--- src/hw/rtl/tpc_pkg.sv ---
`timescale 1ns / 1ps

package tpc_pkg;

    // Pixel and result field widths
    localparam int CH_W      = 8;
    localparam int PX_W      = 4 * CH_W;
    localparam int KIND_W    = 3;

    // Register file
    localparam int ADDR_W    = 4;
    localparam int DATA_W    = 32;
    localparam int REG_SIDE_W = 13;
    localparam int CNT_W     = 24;

    localparam int MAX_SIDE_DEF = 4096;

    localparam logic [REG_SIDE_W-1:0] WIDTH_RST  = REG_SIDE_W'(128);
    localparam logic [REG_SIDE_W-1:0] HEIGHT_RST = REG_SIDE_W'(128);
    localparam logic [CNT_W-1:0]      LIMIT_RST  = CNT_W'(1000);
    localparam logic [CNT_W-1:0]      CNT_MAX    = {CNT_W{1'b1}};

    // Marker colours, RGB
    localparam logic [CH_W-1:0] MK0_R = 8'd10;
    localparam logic [CH_W-1:0] MK0_G = 8'd5;
    localparam logic [CH_W-1:0] MK0_B = 8'd5;
    localparam logic [CH_W-1:0] MK1_R = 8'd21;
    localparam logic [CH_W-1:0] MK1_G = 8'd10;
    localparam logic [CH_W-1:0] MK1_B = 8'd10;

    // Magenta as packed {b,g,r}
    localparam logic [3*CH_W-1:0] MAGENTA_BGR = 24'hFF00FF;

    typedef enum logic [1:0] {
        REG_WIDTH  = 2'd0,
        REG_HEIGHT = 2'd1,
        REG_FONTS  = 2'd2,
        REG_LIMIT  = 2'd3
    } t_reg_idx;

    typedef enum logic [KIND_W-1:0] {
        KIND_PIXEL   = 3'd0,
        KIND_MAGENTA = 3'd1,
        KIND_SOLID   = 3'd2,
        KIND_FONT    = 3'd3,
        KIND_SCRAP   = 3'd4,
        KIND_PROC    = 3'd5,
        KIND_MOVIE   = 3'd6,
        KIND_NONE    = 3'd7
    } t_kind;

    // Bitmap shape tests, fixed while a bitmap streams
    typedef struct packed {
        logic single;
        logic square;
        logic pow_side;
        logic proc_side;
        logic movie;
        logic fonts_off;
    } t_shape;

    // Decoded pixel from the input stage
    typedef struct packed {
        logic            gray;
        logic            black;
        logic            white;
        logic            alpha_nz;
        logic            mark0;
        logic            mark1;
        logic [PX_W-1:0] px;      // {a,b,g,r}
    } t_pix_info;

    typedef struct packed {
        logic differs;
        logic font_fail;
        logic font_black;
        logic font_white;
        logic font_other;
        logic font_alpha;
        logic scrap_fail;
        logic scrap_white;
        logic scrap_black;
        logic scrap_gray;
    } t_flags;

endpackage

--- src/hw/rtl/tpc_pix_if.sv ---
`timescale 1ns / 1ps

interface tpc_pix_if;
    import tpc_pkg::*;

    logic            valid;
    logic            ready;
    logic [CH_W-1:0] red;
    logic [CH_W-1:0] green;
    logic [CH_W-1:0] blue;
    logic [CH_W-1:0] alpha;

    modport source (output valid, red, green, blue, alpha, input ready);
    modport sink   (input valid, red, green, blue, alpha, output ready);
endinterface

--- src/hw/rtl/tpc_res_if.sv ---
`timescale 1ns / 1ps

interface tpc_res_if;
    import tpc_pkg::*;

    logic              valid;
    logic              ready;
    logic [KIND_W-1:0] kind;
    logic [CH_W-1:0]   corner_red;
    logic [CH_W-1:0]   corner_green;
    logic [CH_W-1:0]   corner_blue;
    logic [CH_W-1:0]   corner_alpha;

    modport source (output valid, kind, corner_red, corner_green, corner_blue, corner_alpha,
                    input ready);
    modport sink   (input valid, kind, corner_red, corner_green, corner_blue, corner_alpha,
                    output ready);
endinterface

--- src/hw/rtl/tpc_cfg.sv ---
`timescale 1ns / 1ps

module tpc_cfg #(
    parameter int  MAX_SIDE = tpc_pkg::MAX_SIDE_DEF,
    localparam int SIDE_W   = $clog2(MAX_SIDE) + 1
) (
    input  logic                        i_clk,
    input  logic                        i_rst_n,
    input  logic                        psel,
    input  logic                        penable,
    input  logic                        pwrite,
    input  logic [tpc_pkg::ADDR_W-1:0]  paddr,
    input  logic [tpc_pkg::DATA_W-1:0]  pwdata,
    output logic [tpc_pkg::DATA_W-1:0]  prdata,
    output logic                        pready,
    output logic                        o_wr,
    output logic [SIDE_W-1:0]           o_w,
    output logic [SIDE_W-1:0]           o_h,
    output logic [SIDE_W-1:0]           o_half_lim,
    output tpc_pkg::t_shape             o_shape,
    output logic [tpc_pkg::CNT_W-1:0]   o_limit
);
    import tpc_pkg::*;

    logic [REG_SIDE_W-1:0] r_width;
    logic [REG_SIDE_W-1:0] r_height;
    logic                  r_fonts_off;
    logic [CNT_W-1:0]      r_limit;
    t_reg_idx              w_idx;
    logic                  w_wr;

    assign pready = 1'b1;
    assign w_idx  = t_reg_idx'(paddr[ADDR_W-1:2]);
    assign w_wr   = psel && penable && pwrite && pready;

    // Register writes
    always_ff @(posedge i_clk) begin
        if (!i_rst_n) begin
            r_width     <= WIDTH_RST;
            r_height    <= HEIGHT_RST;
            r_fonts_off <= 1'b0;
            r_limit     <= LIMIT_RST;
        end else if (w_wr) begin
            case (w_idx)
                REG_WIDTH:  r_width     <= pwdata[REG_SIDE_W-1:0];
                REG_HEIGHT: r_height    <= pwdata[REG_SIDE_W-1:0];
                REG_FONTS:  r_fonts_off <= pwdata[0];
                REG_LIMIT:  r_limit     <= pwdata[CNT_W-1:0];
                default: ;
            endcase
        end
    end

    // Read mux
    always_comb begin
        case (w_idx)
            REG_WIDTH:  prdata = DATA_W'(r_width);
            REG_HEIGHT: prdata = DATA_W'(r_height);
            REG_FONTS:  prdata = DATA_W'(r_fonts_off);
            REG_LIMIT:  prdata = DATA_W'(r_limit);
            default:    prdata = '0;
        endcase
    end

    // Effective sides: zero acts as one, clamp to MAX_SIDE
    function automatic logic [SIDE_W-1:0] eff_side(input logic [REG_SIDE_W-1:0] v);
        logic [SIDE_W-1:0] res;
        if (v == '0) begin
            res = SIDE_W'(1);
        end else if (32'(v) > 32'(MAX_SIDE)) begin
            res = SIDE_W'(MAX_SIDE);
        end else begin
            res = SIDE_W'(v);
        end
        return res;
    endfunction

    assign o_w        = eff_side(r_width);
    assign o_h        = eff_side(r_height);
    assign o_half_lim = (o_w >> 1) + SIDE_W'(1);
    assign o_limit    = r_limit;
    assign o_wr       = w_wr;

    // Shape tests
    always_comb begin
        o_shape.single    = (o_w == SIDE_W'(1)) && (o_h == SIDE_W'(1));
        o_shape.square    = (o_w == o_h);
        o_shape.proc_side = (o_w == SIDE_W'(128)) || (o_w == SIDE_W'(256)) ||
                            (o_w == SIDE_W'(512));
        o_shape.pow_side  = o_shape.proc_side || (o_w == SIDE_W'(1024));
        o_shape.movie     = ((o_w == SIDE_W'(200)) && (o_h == SIDE_W'(200))) ||
                            ((o_w == SIDE_W'(300)) && (o_h == SIDE_W'(160)));
        o_shape.fonts_off = r_fonts_off;
    end

endmodule

--- src/hw/rtl/tpc_decode.sv ---
`timescale 1ns / 1ps

module tpc_decode (
    input  logic               i_clk,
    input  logic               i_rst_n,
    tpc_pix_if.sink            i_pix,
    input  logic               i_take,
    output logic               o_vld,
    output tpc_pkg::t_pix_info o_info
);
    import tpc_pkg::*;

    logic      r_vld;
    t_pix_info r_info;
    t_pix_info n_info;
    logic      w_acc;

    assign i_pix.ready = !r_vld || i_take;
    assign w_acc       = i_pix.valid && i_pix.ready;

    // Per-pixel color tests; gray, black, white and markers use RGB only
    always_comb begin
        n_info.gray     = (i_pix.red == i_pix.green) && (i_pix.green == i_pix.blue);
        n_info.black    = (i_pix.red == '0) && (i_pix.green == '0) && (i_pix.blue == '0);
        n_info.white    = (i_pix.red == '1) && (i_pix.green == '1) && (i_pix.blue == '1);
        n_info.alpha_nz = (i_pix.alpha != '0);
        n_info.mark0    = (i_pix.red == MK0_R) && (i_pix.green == MK0_G) &&
                          (i_pix.blue == MK0_B);
        n_info.mark1    = (i_pix.red == MK1_R) && (i_pix.green == MK1_G) &&
                          (i_pix.blue == MK1_B);
        n_info.px       = {i_pix.alpha, i_pix.blue, i_pix.green, i_pix.red};
    end

    // Input stage
    always_ff @(posedge i_clk) begin
        if (!i_rst_n) begin
            r_vld <= 1'b0;
        end else if (w_acc) begin
            r_vld <= 1'b1;
        end else if (i_take) begin
            r_vld <= 1'b0;
        end
    end

    always_ff @(posedge i_clk) begin
        if (w_acc) begin
            r_info <= n_info;
        end
    end

    assign o_vld  = r_vld;
    assign o_info = r_info;

endmodule

--- src/hw/rtl/tpc_accum.sv ---
`timescale 1ns / 1ps

module tpc_accum #(
    parameter int  MAX_SIDE = tpc_pkg::MAX_SIDE_DEF,
    localparam int POS_W    = $clog2(MAX_SIDE),
    localparam int SIDE_W   = POS_W + 1
) (
    input  logic                      i_clk,
    input  logic                      i_rst_n,
    input  logic                      i_clr,
    input  logic [SIDE_W-1:0]         i_w,
    input  logic [SIDE_W-1:0]         i_h,
    input  logic [SIDE_W-1:0]         i_half_lim,
    input  tpc_pkg::t_shape           i_shape,
    input  logic [tpc_pkg::CNT_W-1:0] i_limit,
    input  logic                      i_vld,
    input  tpc_pkg::t_pix_info        i_info,
    output logic                      o_take,
    tpc_res_if.source                 o_res
);
    import tpc_pkg::*;

    // Frame state
    logic [POS_W-1:0] r_col;
    logic [POS_W-1:0] r_row;
    logic [PX_W-1:0]  r_corner;
    logic [CNT_W-1:0] r_cnt0;
    logic [CNT_W-1:0] r_cnt1;
    t_flags           r_flags;

    // Result register
    logic             r_out_vld;
    t_kind            r_kind;
    logic [PX_W-1:0]  r_out_px;

    logic [PX_W-1:0]  n_corner;
    logic [CNT_W-1:0] n_cnt0;
    logic [CNT_W-1:0] n_cnt1;
    t_flags           n_flags;
    t_kind            n_kind;
    logic             w_first;
    logic             w_col_last;
    logic             w_row_last;
    logic             w_font;
    logic             w_scrap;

    assign o_take  = i_vld && (!r_out_vld || o_res.ready);
    assign w_first = (r_col == '0) && (r_row == '0);

    assign w_col_last = !(({1'b0, r_col} + SIDE_W'(1)) < i_w);
    assign w_row_last = !(({1'b0, r_row} + SIDE_W'(1)) < i_h);

    // Flag and counter update for this pixel
    always_comb begin
        n_corner = w_first ? i_info.px : r_corner;
        n_flags  = r_flags;
        if (!w_first && (i_info.px != r_corner)) begin
            n_flags.differs = 1'b1;
        end
        if (!i_info.gray && ({1'b0, r_col} > i_half_lim)) begin
            n_flags.font_fail = 1'b1;
        end
        if (i_info.black) begin
            n_flags.font_black = 1'b1;
        end else if (i_info.white) begin
            n_flags.font_white = 1'b1;
        end else begin
            n_flags.font_other = 1'b1;
        end
        if (i_info.alpha_nz) begin
            n_flags.font_alpha = 1'b1;
        end
        if (!i_info.gray) begin
            n_flags.scrap_fail = 1'b1;
        end
        if (i_info.white) begin
            n_flags.scrap_white = 1'b1;
        end else if (i_info.black) begin
            n_flags.scrap_black = 1'b1;
        end else begin
            n_flags.scrap_gray = 1'b1;
        end
        // saturating marker counts
        n_cnt0 = (i_info.mark0 && (r_cnt0 != CNT_MAX)) ? r_cnt0 + CNT_W'(1) : r_cnt0;
        n_cnt1 = (i_info.mark1 && (r_cnt1 != CNT_MAX)) ? r_cnt1 + CNT_W'(1) : r_cnt1;
    end

    // Class cascade on the state after this pixel
    always_comb begin
        w_font  = !i_shape.fonts_off && i_shape.square && i_shape.pow_side &&
                  !n_flags.font_fail && (n_flags.font_black || n_flags.font_white) &&
                  (n_flags.font_other || n_flags.font_alpha);
        w_scrap = i_shape.square && i_shape.pow_side && !n_flags.scrap_fail &&
                  (n_flags.scrap_white || n_flags.scrap_black) && n_flags.scrap_gray;
        if (i_shape.single) begin
            n_kind = KIND_PIXEL;
        end else if (!n_flags.differs) begin
            n_kind = (n_corner[3*CH_W-1:0] == MAGENTA_BGR) ? KIND_MAGENTA : KIND_SOLID;
        end else if (w_font) begin
            n_kind = KIND_FONT;
        end else if (w_scrap) begin
            n_kind = KIND_SCRAP;
        end else if (i_shape.square && i_shape.proc_side &&
                     ((n_cnt0 > i_limit) || (n_cnt1 > i_limit))) begin
            n_kind = KIND_PROC;
        end else if (i_shape.movie) begin
            n_kind = KIND_MOVIE;
        end else begin
            n_kind = KIND_NONE;
        end
    end

    // Frame state registers
    always_ff @(posedge i_clk) begin
        if (!i_rst_n || i_clr || (o_take && w_col_last && w_row_last)) begin
            r_col    <= '0;
            r_row    <= '0;
            r_corner <= '0;
            r_cnt0   <= '0;
            r_cnt1   <= '0;
            r_flags  <= '0;
        end else if (o_take) begin
            r_corner <= n_corner;
            r_cnt0   <= n_cnt0;
            r_cnt1   <= n_cnt1;
            r_flags  <= n_flags;
            if (w_col_last) begin
                r_col <= '0;
                r_row <= r_row + POS_W'(1);
            end else begin
                r_col <= r_col + POS_W'(1);
            end
        end
    end

    // Result register, one transaction per bitmap
    always_ff @(posedge i_clk) begin
        if (!i_rst_n) begin
            r_out_vld <= 1'b0;
        end else if (o_take && w_col_last && w_row_last) begin
            r_out_vld <= 1'b1;
        end else if (o_res.ready) begin
            r_out_vld <= 1'b0;
        end
    end

    always_ff @(posedge i_clk) begin
        if (o_take && w_col_last && w_row_last) begin
            r_kind   <= n_kind;
            r_out_px <= n_corner;
        end
    end

    assign o_res.valid        = r_out_vld;
    assign o_res.kind         = r_kind;
    assign o_res.corner_red   = r_out_px[CH_W-1:0];
    assign o_res.corner_green = r_out_px[2*CH_W-1:CH_W];
    assign o_res.corner_blue  = r_out_px[3*CH_W-1:2*CH_W];
    assign o_res.corner_alpha = r_out_px[4*CH_W-1:3*CH_W];

endmodule

--- src/hw/rtl/texture_pixel_classifier.sv ---
`timescale 1ns / 1ps

// Channel   Dir  Payload                                   Transaction
// i_pix     in   red, green, blue, alpha (8b each)         valid & ready, one pixel
// o_res     out  kind (3b), corner_red/green/blue/alpha    valid & ready, one per bitmap
// apb       in   psel/penable/pwrite, paddr[3:0], pwdata   write at access phase
//
// One pixel per cycle sustained unless a result waits; the input stage and the result
// register each hold one transaction, and the last pixel's class passes through the
// input stage, then the result register. While a result waits there no pixel is taken, so
// the input stalls once the input stage is full. Synchronous active-low reset
// clears position, counters, flags and both valids; registers return to
// 128 x 128, fonts on, limit 1000. Any register write restarts the bitmap.

module texture_pixel_classifier #(
    parameter int MAX_SIDE = tpc_pkg::MAX_SIDE_DEF
) (
    input  logic                        i_clk,
    input  logic                        i_rst_n,
    tpc_pix_if.sink                     i_pix,
    tpc_res_if.source                   o_res,
    input  logic                        psel,
    input  logic                        penable,
    input  logic                        pwrite,
    input  logic [tpc_pkg::ADDR_W-1:0]  paddr,
    input  logic [tpc_pkg::DATA_W-1:0]  pwdata,
    output logic [tpc_pkg::DATA_W-1:0]  prdata,
    output logic                        pready
);
    import tpc_pkg::*;

    localparam int SIDE_W = $clog2(MAX_SIDE) + 1;

    logic              w_clr;
    logic [SIDE_W-1:0] w_w;
    logic [SIDE_W-1:0] w_h;
    logic [SIDE_W-1:0] w_half_lim;
    t_shape            w_shape;
    logic [CNT_W-1:0]  w_limit;
    logic              w_dec_vld;
    t_pix_info         w_info;
    logic              w_take;

    // Register file
    tpc_cfg #(
        .MAX_SIDE (MAX_SIDE)
    ) u_cfg (
        .i_clk      (i_clk),
        .i_rst_n    (i_rst_n),
        .psel       (psel),
        .penable    (penable),
        .pwrite     (pwrite),
        .paddr      (paddr),
        .pwdata     (pwdata),
        .prdata     (prdata),
        .pready     (pready),
        .o_wr       (w_clr),
        .o_w        (w_w),
        .o_h        (w_h),
        .o_half_lim (w_half_lim),
        .o_shape    (w_shape),
        .o_limit    (w_limit)
    );

    // Pixel input stage
    tpc_decode u_dec (
        .i_clk   (i_clk),
        .i_rst_n (i_rst_n),
        .i_pix   (i_pix),
        .i_take  (w_take),
        .o_vld   (w_dec_vld),
        .o_info  (w_info)
    );

    // Frame state and class
    tpc_accum #(
        .MAX_SIDE (MAX_SIDE)
    ) u_acc (
        .i_clk      (i_clk),
        .i_rst_n    (i_rst_n),
        .i_clr      (w_clr),
        .i_w        (w_w),
        .i_h        (w_h),
        .i_half_lim (w_half_lim),
        .i_shape    (w_shape),
        .i_limit    (w_limit),
        .i_vld      (w_dec_vld),
        .i_info     (w_info),
        .o_take     (w_take),
        .o_res      (o_res)
    );

`ifndef ASSERT_OFF
    // A pixel in the input stage stays until the frame logic takes it
    a_dec_hold: assert property (@(posedge i_clk) disable iff (!i_rst_n)
        (w_dec_vld && !w_take) |=> w_dec_vld)
        else $error("input stage dropped a pixel");

    // The frame logic only takes a pixel when the result register can accept
    a_take_room: assert property (@(posedge i_clk) disable iff (!i_rst_n)
        w_take |-> (!o_res.valid || o_res.ready))
        else $error("pixel taken while result register is blocked");

    // Reset empties both stages
    a_rst_empty: assert property (@(posedge i_clk)
        !i_rst_n |=> (!o_res.valid && !w_dec_vld))
        else $error("stage valid after reset");
`endif

endmodule
--- src/flat_wrapper.sv ---
// flat-port wrapper written by rule: the top's interface ports become plain ports
module texture_pixel_classifier_flat import tpc_pkg::*;
#(
    parameter int MAX_SIDE = tpc_pkg::MAX_SIDE_DEF
)
  (i_clk, i_rst_n, psel, penable, pwrite, paddr, pwdata, prdata, pready, i_pix_valid, i_pix_red, i_pix_green, i_pix_blue, i_pix_alpha, i_pix_ready, o_res_valid, o_res_kind, o_res_corner_red, o_res_corner_green, o_res_corner_blue, o_res_corner_alpha, o_res_ready);
  tpc_pix_if i_pix_i ();
  tpc_res_if o_res_i ();
  input  logic i_clk;
  input  logic i_rst_n;
  input  logic psel;
  input  logic penable;
  input  logic pwrite;
  input  logic [tpc_pkg::ADDR_W-1:0] paddr;
  input  logic [tpc_pkg::DATA_W-1:0] pwdata;
  output logic [tpc_pkg::DATA_W-1:0] prdata;
  output logic pready;
  input wire logic [$bits(i_pix_i.valid)-1:0] i_pix_valid;
  input wire logic [$bits(i_pix_i.red)-1:0] i_pix_red;
  input wire logic [$bits(i_pix_i.green)-1:0] i_pix_green;
  input wire logic [$bits(i_pix_i.blue)-1:0] i_pix_blue;
  input wire logic [$bits(i_pix_i.alpha)-1:0] i_pix_alpha;
  output wire logic [$bits(i_pix_i.ready)-1:0] i_pix_ready;
  output wire logic [$bits(o_res_i.valid)-1:0] o_res_valid;
  output wire logic [$bits(o_res_i.kind)-1:0] o_res_kind;
  output wire logic [$bits(o_res_i.corner_red)-1:0] o_res_corner_red;
  output wire logic [$bits(o_res_i.corner_green)-1:0] o_res_corner_green;
  output wire logic [$bits(o_res_i.corner_blue)-1:0] o_res_corner_blue;
  output wire logic [$bits(o_res_i.corner_alpha)-1:0] o_res_corner_alpha;
  input wire logic [$bits(o_res_i.ready)-1:0] o_res_ready;
  assign i_pix_i.valid = i_pix_valid;
  assign i_pix_i.red = i_pix_red;
  assign i_pix_i.green = i_pix_green;
  assign i_pix_i.blue = i_pix_blue;
  assign i_pix_i.alpha = i_pix_alpha;
  assign i_pix_ready = i_pix_i.ready;
  assign o_res_valid = o_res_i.valid;
  assign o_res_kind = o_res_i.kind;
  assign o_res_corner_red = o_res_i.corner_red;
  assign o_res_corner_green = o_res_i.corner_green;
  assign o_res_corner_blue = o_res_i.corner_blue;
  assign o_res_corner_alpha = o_res_i.corner_alpha;
  assign o_res_i.ready = o_res_ready;
  texture_pixel_classifier #(.MAX_SIDE(MAX_SIDE)) u_core (.i_clk(i_clk), .i_rst_n(i_rst_n), .i_pix(i_pix_i), .o_res(o_res_i), .psel(psel), .penable(penable), .pwrite(pwrite), .paddr(paddr), .pwdata(pwdata), .prdata(prdata), .pready(pready));
endmodule
--- config.mk ---
export PLATFORM = sky130hd
export DESIGN_NAME = texture_pixel_classifier_flat
export DESIGN_NICKNAME = d
export VERILOG_FILES = /design/src/hw/rtl/tpc_pkg.sv /design/src/hw/rtl/tpc_pix_if.sv /design/src/hw/rtl/tpc_res_if.sv /design/src/hw/rtl/tpc_cfg.sv /design/src/hw/rtl/tpc_decode.sv /design/src/hw/rtl/tpc_accum.sv /design/src/hw/rtl/texture_pixel_classifier.sv /design/src/flat_wrapper.sv
export SDC_FILE = /design/constraint.sdc
export NUM_CORES = 1
export LEC_CHECK = 0
export BUFFER_PORTS_ARGS = -buffer_cell sky130_fd_sc_hd__clkbuf_2
export CAP_MARGIN = 15
export CORE_UTILIZATION = 58
export CTS_CLUSTER_SIZE = 40
export DETAILED_ROUTE_END_ITERATION = 12
export PLACE_DENSITY = 0.79
export SLEW_MARGIN = 20
export SYNTH_ARGS = -nofsm -noshare
export SYNTH_HDL_FRONTEND = slang
export SYNTH_HIERARCHICAL = 1
export SYNTH_SLANG_ARGS = --single-unit
--- constraint.sdc ---
create_clock -name i_clk -period 5.46 [get_ports i_clk]
set_input_delay 0.546 -clock i_clk [delete_from_list [all_inputs] [get_ports i_clk]]
set_output_delay 0.546 -clock i_clk [all_outputs]
set_load 0.01 [all_outputs]
# Yosys cells after proc, flatten, opt, wreduce, memory -nomap -nowiden
# Cells that the tools add are included.
dict set report classes {
  add_sub_neg 7
  mul 0
  div 0
  n_lt_le_gt_ge 7
  n_eq_ne 29
  n_shift 0
  mux 31
  n_bitwise 1
  n_reduce_logical 72
}
# cell n
set ops {}
lappend ops {{$pmux 32 s4} 1}
lappend ops {{$eq 13x8->1 const B} 4}
lappend ops {{$mux 13} 4}
lappend ops {{$add 24x1->24 const B} 2}
lappend ops {{$gt 24x24->1} 2}
lappend ops {{$mux 24} 2}
lappend ops {{$ne 24x24->1 const B} 2}
lappend ops {{$add 12x1->13 const B} 3}
lappend ops {{$logic_and 1x1->1} 34}
lappend ops {{$mux 32} 1}
lappend ops {{$ne 32x32->1} 1}
lappend ops {{$eq 13x1->1 const B} 2}
lappend ops {{$eq 13x9->1 const B} 2}
lappend ops {{$gt 13x13->1 const B} 2}
lappend ops {{$logic_not 13->1} 2}
lappend ops {{$lt 13x13->1} 2}
lappend ops {{$add 12x1->12 const B} 2}
lappend ops {{$eq 24x24->1 const B} 1}
lappend ops {{$eq 8x4->1 const B} 3}
lappend ops {{$eq 8x8->1 const B} 3}
lappend ops {{$logic_not 12->1} 2}
lappend ops {{$logic_not 8->1} 3}
lappend ops {{$eq 8x3->1 const B} 2}
lappend ops {{$eq 8x8->1} 2}
lappend ops {{other kinds (18)} 63}
dict set report totals {
  regBits 240
  latchBits 0
  mem_bits_rw 0
  rom_bits 0
  output_inout_bits 70
  word_cells 177
  n_memories 0
}

# Logic depth before layout (Yosys ltp)
dict set report depth {
  depth_word 14
  mapped_depth 19
}

# Modules after synthesis
# The synthesis kept the hierarchy.
# module n_inst cells_each area_per_inst_um2 seq_area_each_um2
set by_module_without_submodules {}
lappend by_module_without_submodules {tpc_accum 1 1160 9893.2 3353.2}
lappend by_module_without_submodules {tpc_cfg 1 408 3190.6 1021.0}
lappend by_module_without_submodules {tpc_decode 1 89 1468.9 1161.1}

# Worst setup path after synthesis
# No wires, ideal clock.
dict set report synth_path {
  kind {flip-flop to flip-flop}
  from {register u_core.u_acc.r_col[1]}
  to {register u_core.u_acc.r_kind[0] (netlist: u_core/u_acc/o_res.kind[0]), enable pin}
  arrival_time_ns 3.825
  path_slack_ns 1.208
  path_stages_with_launch 13
  path_buffers 1
  period_less_slack_ns 4.252
  cell_sequence {dfxtp_1 ha_1 and3_1 and3_1 nand3_1 xnor2_1 ha_1 nand4_1 nor2_1 a221o_1 o21ai_2 clkbuf_1 nor2_1}
}
dict set report synth_via {
  elab_chain_cells 5
}
# item line
set synth_rtl {}
lappend synth_rtl {{start, declared} tpc_accum.sv:24} ;# logic [POS_W-1:0] r_col;
lappend synth_rtl {{start signal, assigned} tpc_accum.sv:131} ;# r_col <= r_col + POS_W'(1);
lappend synth_rtl {{$add 12x1->13} tpc_accum.sv:50} ;# assign w_col_last = !(({1'b0, r_col} + SIDE_W'(1)) < i_w);
lappend synth_rtl {{$lt 13x13->1} tpc_accum.sv:50}
lappend synth_rtl {{$logic_not 1->1} tpc_accum.sv:50}
lappend synth_rtl {{$logic_and 1x1->1 (2 in a row)} tpc_accum.sv:148} ;# if (o_take && w_col_last && w_row_last) begin
lappend synth_rtl {{end signal, assigned} tpc_accum.sv:149} ;# r_kind <= n_kind;
lappend synth_rtl {{end, declared} tpc_accum.sv:33} ;# t_kind r_kind;
# No other way between the ends.
# A chain may end at the register's enable or synchronous reset.

# Worst setup path after layout
dict set report layout_path {
  from {register u_core.u_acc.r_cnt0[15]}
  to {register u_core.u_acc.r_kind[0] (netlist: u_core/u_acc/o_res.kind[0]), data pin}
}
dict set report layout_via {
  elab_chain_cells 10
  word_cells_on_any_way 11
  cone_classes {1 x add/sub; 1 x order compare; 1 x eq/ne; 5 x mux; 3 x reduce/logical}
}
# item line
set layout_rtl {}
lappend layout_rtl {{start, declared} tpc_accum.sv:27} ;# logic [CNT_W-1:0] r_cnt0;
lappend layout_rtl {{start signal, assigned} tpc_accum.sv:124} ;# r_cnt0 <= n_cnt0;
lappend layout_rtl {{branches (longest 2 deep; another with $add 24x1->24)} --}
lappend layout_rtl {{$mux 24 (*)} tpc_accum.sv:84} ;# n_cnt0 = (i_info.mark0 && (r_cnt0 != CNT_MAX)) ? r_cnt0 + CNT_W'(1) : r_cnt0;
lappend layout_rtl {{net u_core.u_acc.n_cnt0[17]} tpc_accum.sv:37} ;# logic [CNT_W-1:0] n_cnt0;
lappend layout_rtl {{$gt 24x24->1 (*)} tpc_accum.sv:104} ;# ((n_cnt0 > i_limit) || (n_cnt1 > i_limit))) begin
lappend layout_rtl {{$logic_or 1x1->1 (*)} tpc_accum.sv:104}
lappend layout_rtl {{$logic_and 1x1->1 (*)} tpc_accum.sv:103} ;# end else if (i_shape.square && i_shape.proc_side &&
lappend layout_rtl {{$mux 2 (*)} tpc_accum.sv:103}
lappend layout_rtl {{$mux 2 (*)} tpc_accum.sv:101} ;# end else if (w_scrap) begin
lappend layout_rtl {{$mux 3 (*)} tpc_accum.sv:99} ;# end else if (w_font) begin
lappend layout_rtl {{$mux 3 (*)} tpc_accum.sv:97} ;# end else if (!n_flags.differs) begin
# Mark *: on every way through the listed nets, which the timed path passes.

==> flow_metrics.tcl <==
set metrics [dict create \
    gp_congestion 0.9160 \
    min_period_ps 4302 \
    die_w_um 160.4 \
    relSlewSlack 0.3128 \
    pwr-share-comb 0.093 \
    num_vias 12370 \
    end_kind "flip-flop" \
    swShare 0.2474 \
    synth_async_sr_flop_share 0 \
    path_cells "and4_1 > nand4_1 > o31ai_1 > buf_4 > nor2_1 > and3_1 > xor2_1 > ha_1 > a21o_1 > nand3_1 > a21oi_1 > a2111oi_0 > a31oi_1 > o31ai_1 > a221oi_2" \
    core_um2 24460 \
    vdd_drop_max_mv 0.2108 \
    power_density_nw_per_um2 258.1 \
    hold_violations 0 \
    cts_tree "yes" \
    drive_gt1_frac 0.1564 \
    ys.warnings.count 6 \
    rows 57 \
    post_cts_resized 0 \
    dp_cells 2038 \
    worst_clock_skew_ps 8.373 \
    clock_sinks 240 \
    final_cell_mix "nor2_1 (183), nand2_1 (172), dfxtp_1 (167)" \
    hold_path_depth 1 \
    status "finished clean" \
    numCtsBuffers 27 \
    max_stage_delay_ps 800 \
    clk_latency_ps 540 \
    drt-wirelength-per-cell_um 17.46 \
    cts_hold_buf 0 \
    start_util 0.5949 \
    drt_iter0_drc 799 \
    cp_common_cell "o31ai_1" \
    seq_area_frac_synth 0.3804 \
    clock_power_share 0.441 \
    fmax_mhz 232.4 \
    cts_root_buffer "clkbuf_16" \
    cp_data_required_time_ps 5730 \
    synthDistinctLibCells 88 \
    grt_max_degree 105 \
    diodes 0 \
    via_per_inst 5.922 \
    drv_slew 0 \
    rsz0062_at_grt "false" \
    syn_area_per_cell_um2 8.783 \
    worstSetupPathType "flip-flop to flip-flop" \
    synth_enable_flop_cells 73 \
    setup-tns-final_ps 0 \
    fin_area_um2 16240 \
    p_sw_w 0.001037 \
    layout_commonest_cell "nor2_1" \
    postSynthCellCount 1657 \
    grt_usage 0.2814 \
    crit_slowest_cell "a2111oi_0" \
    io_pins 145 \
    wl_mm 36.47 \
    postCtsSetupBuffers 0 \
    maxCapViolations 0 \
    ys_seq_elements 240 \
    critPathLaunchType "flip-flop" \
    pwr-share-seq 0.465 \
    p_leak_nw 6.530 \
    hold_path_class "input pin to flip-flop" \
    dp_hpwl_mm 25.93 \
    critPathMaxFanout 8 \
    final_cells 2089 \
    dr.pass1.iters 6 \
    clock_tree.htree_level_count 1 \
    arrival_ps 4570 \
    total_power_w 0.004190 \
    grt_pass1_wl_mm 59.20 \
    drtAntennaViolNets 0 \
    dieHeight_um 160.4 \
    synth_area_um2 14550 \
    gr-total-overflow 0 \
    final_util 0.6638 \
    reg2reg_from "u_core/u_acc/r_cnt0[15]$_SDFFE_PP0P_" \
    reg2reg_depth 15 \
    clk_pin_slew_ps 60 \
    antenna_found_initial 0 \
    syn_to_final_growth_pct 11.57 \
    postPlaceCellArea_um2 15300 \
    synth_flop_cell "dfxtp_1" \
    min_from "i_pix_alpha[1]" \
    p_int_w 0.003154 \
    io_buffers 125 \
    finalNetCount 1910 \
    tightest_slew_ps 1028 \
    finalSetupViolCount 0 \
    dieArea_um2 25730 \
    clk_path_buf_depth 3 \
    finalCritPeriodShare 0.7880 \
    drc 0 \
    startpoint "u_core/u_acc/r_cnt0[15]$_SDFFE_PP0P_" \
    grt_pass1_vias 11910 \
]
## layer usage
metal	vias up	routed length (um)	track usage	part of all wire
li1	5979	-	-	-
met1	5837	15410	0.3718	0.42
met5	-	0	0	0
met2	469	17120	0.4610	0.47
met3	86	2748	0.04236	0.075
met4	0	1202	0.1147	0.033
## critical path: cells and delay by family (launching register included)
kind                       cells  cell delay, ps
xor gates and xnor gates       1             150
DFF                            1             460
AOI/OAI and AO/OA              7            1960
buffers and inverters          1             180
adders and majority gates      1             290
and+or+nand+nor                5             980
## power by group through the flow
stage          clock network, W  logic, W  registers [W]
4_1_cts                 0.00187  0.000389        0.00195
2_1_floorplan                 0  0.000284        0.00197
3_5_place_dp                  0  0.000386        0.00199
6_report                0.00185  0.000391        0.00195
5_1_grt                 0.00194  0.000428        0.00195
3_3_place_gp                  0  0.000375        0.00198
## state kept, by name (all words and copies together), names as in the netlist, 10 cells and up
| register | count |
|---|---|
| u_core/u_cfg/r_height | 13 |
| u_core/u_acc/r_cnt1 | 24 |
| u_core/u_acc/r_flags | 10 |
| u_core/u_cfg/o_limit | 24 |
| u_core/u_cfg/r_width | 13 |
| u_core/u_dec/o_info | 38 |
| u_core/u_acc/r_out_px | 32 |
| u_core/u_acc/r_row | 12 |
| u_core/u_acc/r_col | 12 |
| u_core/u_acc/r_cnt0 | 24 |
| u_core/u_acc/r_corner | 32 |
## per-stage QoR
step,hold WS [ps],setup WS (ps)
CTS,192.4,1262
global placement,443.5,1313
global route,185.9,816.5
floorplan,430.2,1208
finish,203.8,1158
detailed placement,454.7,1277
## final cells by class
| class | count | area, um2 |
|---|---|---|
| clock buffer | 36 | 739.5 |
| multi-input combinational | 1256 | 8349 |
| clock inverter | 14 | 171.4 |
| fill | 1984 | 8225 |
| inverter | 83 | 311.5 |
| tap | 324 | 405.4 |
| sequential | 240 | 5535 |
| timing repair buffer | 136 | 724.4 |
## final timing paths
kind / end / slack (ps)
hold reg to reg: u_core/u_acc/r_flags[8]$_SDFFE_PP0P_ / 460
setup / recovery: u_core/u_acc/o_res.kind[0]$_SDFFCE_PP0P_ / 1160
setup reg to reg: u_core/u_acc/o_res.kind[0]$_SDFFCE_PP0P_ / 1160
hold / removal: u_core/u_dec/o_info[25]$_DFFE_PP_ / 200
## cell usage after synthesis (10+ instances only)
cell | instances | area share
and3_1 | 36 | 0.015
nor3_1 | 64 | 0.022
a31oi_1 | 10 | 0.0043
buf_4 | 11 | 0.0057
edfxtp_1 | 73 | 0.15
o21ai_0 | 19 | 0.0065
nor4_1 | 23 | 0.0099
nand2_1 | 173 | 0.045
dfxtp_1 | 167 | 0.23
mux2i_1 | 16 | 0.011
mux2_2 | 43 | 0.033
ha_1 | 91 | 0.078
nor2_1 | 184 | 0.047
nand4_1 | 51 | 0.022
nand3_1 | 80 | 0.028
o211ai_1 | 11 | 0.0057
nor2b_1 | 31 | 0.013
clkbuf_1 | 49 | 0.013
inv_1 | 79 | 0.020
nand2b_1 | 20 | 0.0086
xor2_1 | 51 | 0.031
buf_2 | 13 | 0.0045
xnor2_1 | 98 | 0.059
a22o_1 | 11 | 0.0066
a21oi_1 | 57 | 0.020
a21boi_1 | 27 | 0.014
## cell families (layout without fill, tap and decap cells)
kind of cell    after synthesis  count (layout)  synth area share
mux                          61              61           0.04660
compound gates              196             196           0.09157
xor+xnor                    149             149           0.08967
fa+ha+maj                    91              91           0.07824
simple gates                749             749            0.2632
buf+inv                     169             269           0.04987
other cells                   2              10         0.0005161
flops                       240             240            0.3804
(Power assumes the default switching activity.)
